<file path="src/rtl/core/sza_pkg.sv">
// ----------------------------------------------------------------------------
// sza_pkg
// Types, codes and header helpers for the stored ZIP archive writer.
// ----------------------------------------------------------------------------
package sza_pkg;

    localparam logic [2:0] ACT_NAME  = 3'd0;
    localparam logic [2:0] ACT_DATA  = 3'd1;
    localparam logic [2:0] ACT_CLOSE = 3'd2;
    localparam logic [2:0] ACT_FINAL = 3'd3;
    localparam logic [2:0] ACT_PULL  = 3'd4;

    localparam logic [1:0] ST_OK      = 2'd0;
    localparam logic [1:0] ST_BYTE    = 2'd1;
    localparam logic [1:0] ST_REFUSED = 2'd2;
    localparam logic [1:0] ST_FULL    = 2'd3;

    localparam logic [31:0] CRC_POLY    = 32'hEDB8_8320;
    localparam logic [31:0] CRC_INIT    = 32'hFFFF_FFFF;
    localparam logic [31:0] SIG_LOCAL   = 32'h0403_4b50;
    localparam logic [31:0] SIG_CENTRAL = 32'h0201_4b50;
    localparam logic [31:0] SIG_END     = 32'h0605_4b50;
    localparam logic [31:0] ZIP_VERSION = 32'd20;
    localparam logic [31:0] LOCAL_LEN   = 32'd30;
    localparam logic [31:0] CENTRAL_LEN = 32'd46;
    localparam logic [31:0] END_LEN     = 32'd22;
    localparam logic [7:0]  SLASH       = 8'h2F;

    typedef enum logic [2:0] {
        CMD_NAME,
        CMD_DATA,
        CMD_CLOSE,
        CMD_FINAL,
        CMD_PULL,
        CMD_BAD
    } cmd_t;

    typedef struct packed {
        cmd_t       cmd;
        logic [7:0] value;
    } sza_cmd_t;

    typedef enum logic [2:0] {
        PH_COLLECT,
        PH_LHDR,
        PH_LNAME,
        PH_LDATA,
        PH_CDHDR,
        PH_CDNAME,
        PH_END,
        PH_DONE
    } phase_t;

    typedef enum logic {
        BK_IDLE,
        BK_PULL
    } back_state_t;

    function automatic logic [31:0] crc_byte(logic [31:0] c_in, logic [7:0] b);
        logic [31:0] c;
        c = c_in ^ {24'd0, b};
        for (int k = 0; k < 8; k++) begin
            c = c[0] ? (CRC_POLY ^ (c >> 1)) : (c >> 1);
        end
        return c;
    endfunction

    // true when byte i lies in the n-byte field starting at 'at'
    function automatic logic fld_hit(logic [5:0] i, logic [5:0] at, logic [2:0] n);
        logic [5:0] d;
        d = i - at;
        return (i >= at) && (d < {3'd0, n});
    endfunction

    function automatic logic [7:0] fld_byte(logic [5:0] i, logic [5:0] at, logic [31:0] v);
        logic [5:0] d;
        d = i - at;
        return v[{d[1:0], 3'b000} +: 8];
    endfunction

    function automatic logic [7:0] local_byte(logic [5:0] i, logic [31:0] crc,
                                              logic [31:0] len, logic [31:0] nlen);
        logic [7:0] b;
        b = 8'd0;
        if (fld_hit(i, 6'd0, 3'd4))       b = fld_byte(i, 6'd0, SIG_LOCAL);
        else if (fld_hit(i, 6'd4, 3'd2))  b = fld_byte(i, 6'd4, ZIP_VERSION);
        else if (fld_hit(i, 6'd14, 3'd4)) b = fld_byte(i, 6'd14, crc);
        else if (fld_hit(i, 6'd18, 3'd4)) b = fld_byte(i, 6'd18, len);
        else if (fld_hit(i, 6'd22, 3'd4)) b = fld_byte(i, 6'd22, len);
        else if (fld_hit(i, 6'd26, 3'd2)) b = fld_byte(i, 6'd26, nlen);
        return b;
    endfunction

    function automatic logic [7:0] central_byte(logic [5:0] i, logic [31:0] crc,
                                                logic [31:0] len, logic [31:0] nlen,
                                                logic [31:0] off);
        logic [7:0] b;
        b = 8'd0;
        if (fld_hit(i, 6'd0, 3'd4))       b = fld_byte(i, 6'd0, SIG_CENTRAL);
        else if (fld_hit(i, 6'd4, 3'd2))  b = fld_byte(i, 6'd4, ZIP_VERSION);
        else if (fld_hit(i, 6'd6, 3'd2))  b = fld_byte(i, 6'd6, ZIP_VERSION);
        else if (fld_hit(i, 6'd16, 3'd4)) b = fld_byte(i, 6'd16, crc);
        else if (fld_hit(i, 6'd20, 3'd4)) b = fld_byte(i, 6'd20, len);
        else if (fld_hit(i, 6'd24, 3'd4)) b = fld_byte(i, 6'd24, len);
        else if (fld_hit(i, 6'd28, 3'd2)) b = fld_byte(i, 6'd28, nlen);
        else if (fld_hit(i, 6'd42, 3'd4)) b = fld_byte(i, 6'd42, off);
        return b;
    endfunction

    function automatic logic [7:0] end_byte(logic [5:0] i, logic [31:0] cnt,
                                            logic [31:0] dbytes, logic [31:0] dstart);
        logic [7:0] b;
        b = 8'd0;
        if (fld_hit(i, 6'd0, 3'd4))       b = fld_byte(i, 6'd0, SIG_END);
        else if (fld_hit(i, 6'd8, 3'd2))  b = fld_byte(i, 6'd8, cnt);
        else if (fld_hit(i, 6'd10, 3'd2)) b = fld_byte(i, 6'd10, cnt);
        else if (fld_hit(i, 6'd12, 3'd4)) b = fld_byte(i, 6'd12, dbytes);
        else if (fld_hit(i, 6'd16, 3'd4)) b = fld_byte(i, 6'd16, dstart);
        return b;
    endfunction

endpackage

</file>
<file path="src/rtl/core/sza_if.sv">
// ----------------------------------------------------------------------------
// sza interfaces
// Valid/ready channels for requests, responses and the configuration write.
// ----------------------------------------------------------------------------
interface sza_req_if;
    logic       valid;
    logic       ready;
    logic [2:0] action;
    logic [7:0] value;
    modport source (output valid, output action, output value, input ready);
    modport sink   (input valid, input action, input value, output ready);
endinterface


</file>
<file path="src/rtl/core/sza_front.sv">
// ----------------------------------------------------------------------------
// sza_front
// Accepts request transactions, decodes the action and queues commands.
// ----------------------------------------------------------------------------
module sza_front (
    input  logic             clk,
    input  logic             rst_n,
    sza_req_if.sink          req,
    output logic             q_valid,
    output sza_pkg::sza_cmd_t q_item,
    input  logic             q_pop
);

    sza_pkg::sza_cmd_t slot_reg [2];
    logic              wr_ptr_reg, wr_ptr_next;
    logic              rd_ptr_reg, rd_ptr_next;
    logic [1:0]        count_reg, count_next;
    sza_pkg::sza_cmd_t decoded;
    logic              push;

    always_comb
    begin
        decoded.value = req.value;
        unique case (req.action)
            sza_pkg::ACT_NAME:  decoded.cmd = sza_pkg::CMD_NAME;
            sza_pkg::ACT_DATA:  decoded.cmd = sza_pkg::CMD_DATA;
            sza_pkg::ACT_CLOSE: decoded.cmd = sza_pkg::CMD_CLOSE;
            sza_pkg::ACT_FINAL: decoded.cmd = sza_pkg::CMD_FINAL;
            sza_pkg::ACT_PULL:  decoded.cmd = sza_pkg::CMD_PULL;
            default:            decoded.cmd = sza_pkg::CMD_BAD;
        endcase
    end

    assign req.ready = (count_reg != 2'd2);
    assign push      = req.valid && req.ready;
    assign q_valid   = (count_reg != 2'd0);
    assign q_item    = slot_reg[rd_ptr_reg];

    always_comb
    begin
        wr_ptr_next = wr_ptr_reg ^ push;
        rd_ptr_next = rd_ptr_reg ^ (q_pop && q_valid);
        count_next  = count_reg + {1'b0, push} - {1'b0, q_pop && q_valid};
    end

    always_ff @(posedge clk or negedge rst_n)
    begin
        if (!rst_n)
        begin
            wr_ptr_reg <= 1'b0;
            rd_ptr_reg <= 1'b0;
            count_reg  <= 2'd0;
        end
        else
        begin
            wr_ptr_reg <= wr_ptr_next;
            rd_ptr_reg <= rd_ptr_next;
            count_reg  <= count_next;
        end
    end

    always_ff @(posedge clk)
    begin
        if (push)
        begin
            slot_reg[wr_ptr_reg] <= decoded;
        end
    end

endmodule

</file>
<file path="src/flat_wrapper.sv">
// flat-port wrapper written by rule: the top's interface ports become plain ports
module sza_front_flat 
  (clk, rst_n, q_valid, q_item, q_pop, req_valid, req_action, req_value, req_ready);
  sza_req_if req_i ();
  input  logic clk;
  input  logic rst_n;
  output logic q_valid;
  output sza_pkg::sza_cmd_t q_item;
  input  logic q_pop;
  input wire logic [$bits(req_i.valid)-1:0] req_valid;
  input wire logic [$bits(req_i.action)-1:0] req_action;
  input wire logic [$bits(req_i.value)-1:0] req_value;
  output wire logic [$bits(req_i.ready)-1:0] req_ready;
  assign req_i.valid = req_valid;
  assign req_i.action = req_action;
  assign req_i.value = req_value;
  assign req_ready = req_i.ready;
  sza_front u_core (.clk(clk), .rst_n(rst_n), .req(req_i), .q_valid(q_valid), .q_item(q_item), .q_pop(q_pop));
endmodule
</file>
<file path="config.mk">
export PLATFORM = sky130hd
export DESIGN_NAME = sza_front_flat
export DESIGN_NICKNAME = d
export VERILOG_FILES = /design/src/rtl/core/sza_pkg.sv /design/src/rtl/core/sza_if.sv /design/src/rtl/core/sza_front.sv /design/src/flat_wrapper.sv
export SDC_FILE = /design/constraint.sdc
export NUM_CORES = 1
export LEC_CHECK = 0
export BUFFER_PORTS_ARGS = -buffer_cell sky130_fd_sc_hd__buf_4
export CAP_MARGIN = 10
export CORE_MARGIN = 8
export CORE_UTILIZATION = 29
export DETAILED_ROUTE_END_ITERATION = 6
export PLACE_DENSITY_LB_ADDON = 0.12
export SLEW_MARGIN = 20
export SYNTH_ARGS = -nofsm -noshare
export SYNTH_HDL_FRONTEND = slang
export SYNTH_SLANG_ARGS = --single-unit
export TNS_END_PERCENT = 20
</file>
<file path="constraint.sdc">
create_clock -name clk -period 3.6 [get_ports clk]
set_input_delay 0.72 -clock clk [delete_from_list [all_inputs] [get_ports clk]]
set_output_delay 0.72 -clock clk [all_outputs]
set_load 0.1 [all_outputs]
</file>
==> results.md <==
- The run finished with clean final reports.
- The die covers 5870 µm².
- The flip-flop count of the largest register, all copies and words added is 22.
- The post-route antenna net violation count is 0.
- The post-placement worst setup slack is 1.43 ns.
- The TritonCTS clock tree is done.
- By area, the combinational part of the netlist is dominated by multiplexers.
- The netlist uses 16 different library cells.
- The longest clock path from root to sink contains 2 buffers.
- The area fraction in compound gates after synthesis is 0.0141.
- The type of the most critical hold path is in -> async.
- The detailed placer's ending HPWL is 1210 µm.
- The worst endpoint data arrival time is 1.71 ns.
- The aggregate negative setup slack is 0 ns.
- The count of TritonRoute iterations in the first routing pass is 2.
- The CTS buffer count is 3.
- For the final database, setup skew stands at 0.00313 ns.
- Counting every net in the synthesized netlist gives 75.
- The number of antenna diodes is 0.
- The transition time at the pin with the least slew margin is 0.696 ns.
- The cell sitting at the root of the clock tree is a clkbuf_8.
- The detailed-route via count is 536.
- Traced cell by cell, the critical path runs through mux2_2 -> buf_4.
- For this configuration, the core starts out at a cell density of 0.295.
- In this run the worst path has a maximum fanout of 12.
- The count of hold-fix buffers inserted at cts is 0.
- In this run, the number of DRC markers left after iteration 0 of detailed routing was 24.
- The total overflow left after global routing is 0.
- The synthesized design contains 26 register bits.
- The total clock sinks is 26.
- The number of cells produced by synthesis is 56.
- The proportion of synthesized chip area in sequential cells is 0.714.
- The area growth from synthesis to layout is 27.5%.
- The top-level port count is 28.
- Max-cap violations in this run came to 0.
- Setup repair after global routing left no endpoint under its margin.
- The row count is 22.
- Of the available clock period, the critical path in the final layout requires 0.674.
- The worst hold slack is 0.231 ns.
- The critical path is of the reg -> out type.
- The area fraction in and, or, nand and nor cells after synthesis is 0.0235.
- The vertical die dimension is 76.6 µm.
- The first global-routing pass estimated 2850 µm of wire.
- The startpoint identified for the worst register-to-register timing path is u_core.count_reg[1]$_DFF_PN0_.
- The worst setup path is launched from a register.
- The max-slew violation count was 0.
- The total number of yosys warnings is 0.
- The pin count of the biggest net entering global routing is 15.
- After detailed routing, the average wire length per cell comes to 12.8 µm.
- The maximum clock rate is 0.412 GHz.
- Of the total synthesized cell area, the portion taken by XOR and XNOR cells is 0.0247.
- The relative slew slack is 0.536.
- The average instance area after synthesis is 19.0 µm².
- Dividing the detail-routed via count by the number of cells gives 4.03.
- During placement, the flow inserted port buffers numbering 27.
- The total area inside the core boundary comes to 3610 µm².
- For the finished layout, the period the worst path requires is 2.43 ns.
- The final number of setup-violating endpoints is 0.
- After detailed routing, the number of remaining DRC violations is 0.
- The die boundary width is 76.6 µm.
- The share of synthesized area spent on multiplexers is 0.148.
- The number of post-CTS setup repair buffers is 0.
- The via count of the first global-routing pass is 608.
- In the post-route analysis, the smallest setup slack over all paths is 1.17 ns.
- The post-detailed-routing wire length is 1710 µm.
- In this run the worst setup path begins at u_core.rd_ptr_reg$_DFF_PN0_.
- For this run, the slowest stage of the critical path takes 0.80 ns.
- Of the total synthesized cell area, the portion taken by full adders, half adders and majority gates is 0.0470.
- The data required time of the worst path is 2.88 ns.
- The capturing element type of the critical path is an output port.
- The final core utilization is 0.376.
- Across every metal layer, demand over resource in global routing totals 0.0629.
- The final RePlAce weighted congestion is 0.616.
- The later pin in the worst-skew pair is clocked with a latency of 0.27 ns.
- The net count of the finished layout is 105.
- CTS built an H-tree with a depth of 1.
- In the final layout, the share of cells above drive strength 1 is 0.494.
- The post-synthesis instance area is 1060 µm².
- The number of antenna violations at the first check in global routing came to 0.
- The slowest stage of the critical path belongs to the cell dfrtp_1.
- The final-report hold violation count was 0.
- Clock-pin slew was measured on the worst setup and hold paths at 0.08 ns.
- The post-cts resize count is 0.
==> stage by stage <==
stage               instances  instance area, µm²
global route              133                1360
global placement          129                1310
detailed placement        129                1310
CTS                       133                1360
finish                    133                1360
floorplan                  56                1060
==> metal layers <==
metal,global-route usage,wire length (µm),vias up
li1,-,-,259
met1,0.0661,710,254
met2,0.103,851,18
met3,0.0248,109,5
met4,0.0404,36,0
met5,0,0,-
==> placed cells by master (no fill, tap or decap), drive strengths merged <==
master,n
a21o,1
nand2b,1
o21a,1
xnor2,2
mux2,11
clkbuf,4
buf,27
edfxtp,22
nor2b,1
inv,4
dfrtp,4
or2,1
ha,4
and2,1
xor2,1
==> critical path: cells and delay by family (launching register included) <==
| kind | cells | cell delay (ns) |
|---|---|---|
| buffers and inverters | 1 | 0.23 |
| DFF | 1 | 0.80 |
| muxes | 1 | 0.41 |
==> cell families (layout without fill, tap and decap cells) <==
group,count (synthesis),count (layout)
flops,26,26
mux,11,11
buf+inv,6,35
fa+ha+maj,4,4
simple gates,4,4
xor+xnor,3,3
compound gates,2,2
==> synthesized netlist by cell type <==
master / count / share of area
edfxtp_1: 22 / 0.62
mux2_4: 9 / 0.13
dfrtp_1: 4 / 0.094
ha_1: 4 / 0.047
inv_1: 4 / 0.014
mux2_2: 2 / 0.021
xnor2_1: 2 / 0.016
a21o_1: 1 / 0.0071
and2_1: 1 / 0.0059
buf_6: 1 / 0.011
clkbuf_1: 1 / 0.0035
nand2b_1: 1 / 0.0059
nor2b_1: 1 / 0.0059
o21a_1: 1 / 0.0071
or2_2: 1 / 0.0059
xor2_1: 1 / 0.0082
==> worst paths after layout <==
path / end / slack (ns) / cells past startpoint
setup / recovery: q_item[3] / 1.17 / 2
hold / removal: u_core.count_reg[0]$_DFF_PN0_ / 0.23 / 1
setup reg to reg: u_core.slot_reg[0][3]$_DFFE_PP_ / 1.99 / 3
hold reg to reg: u_core.count_reg[1]$_DFF_PN0_ / 0.53 / 1
max in group asynchronous: u_core.count_reg[1]$_DFF_PN0_ / 3.27 / 1
min in group clk: u_core.count_reg[1]$_DFF_PN0_ / 0.53 / 1
==> cell type report <==
class | count | area (µm²)
fill | 362 | 2250
sequential | 26 | 761
multi-input combinational | 24 | 274
timing repair buffer | 27 | 203
tap | 48 | 60.1
clock buffer | 4 | 45.0
inverter | 4 | 15.0
Power is not shown: default switching activity piles up to over one toggle a cycle in this logic, so the estimate is an artifact.
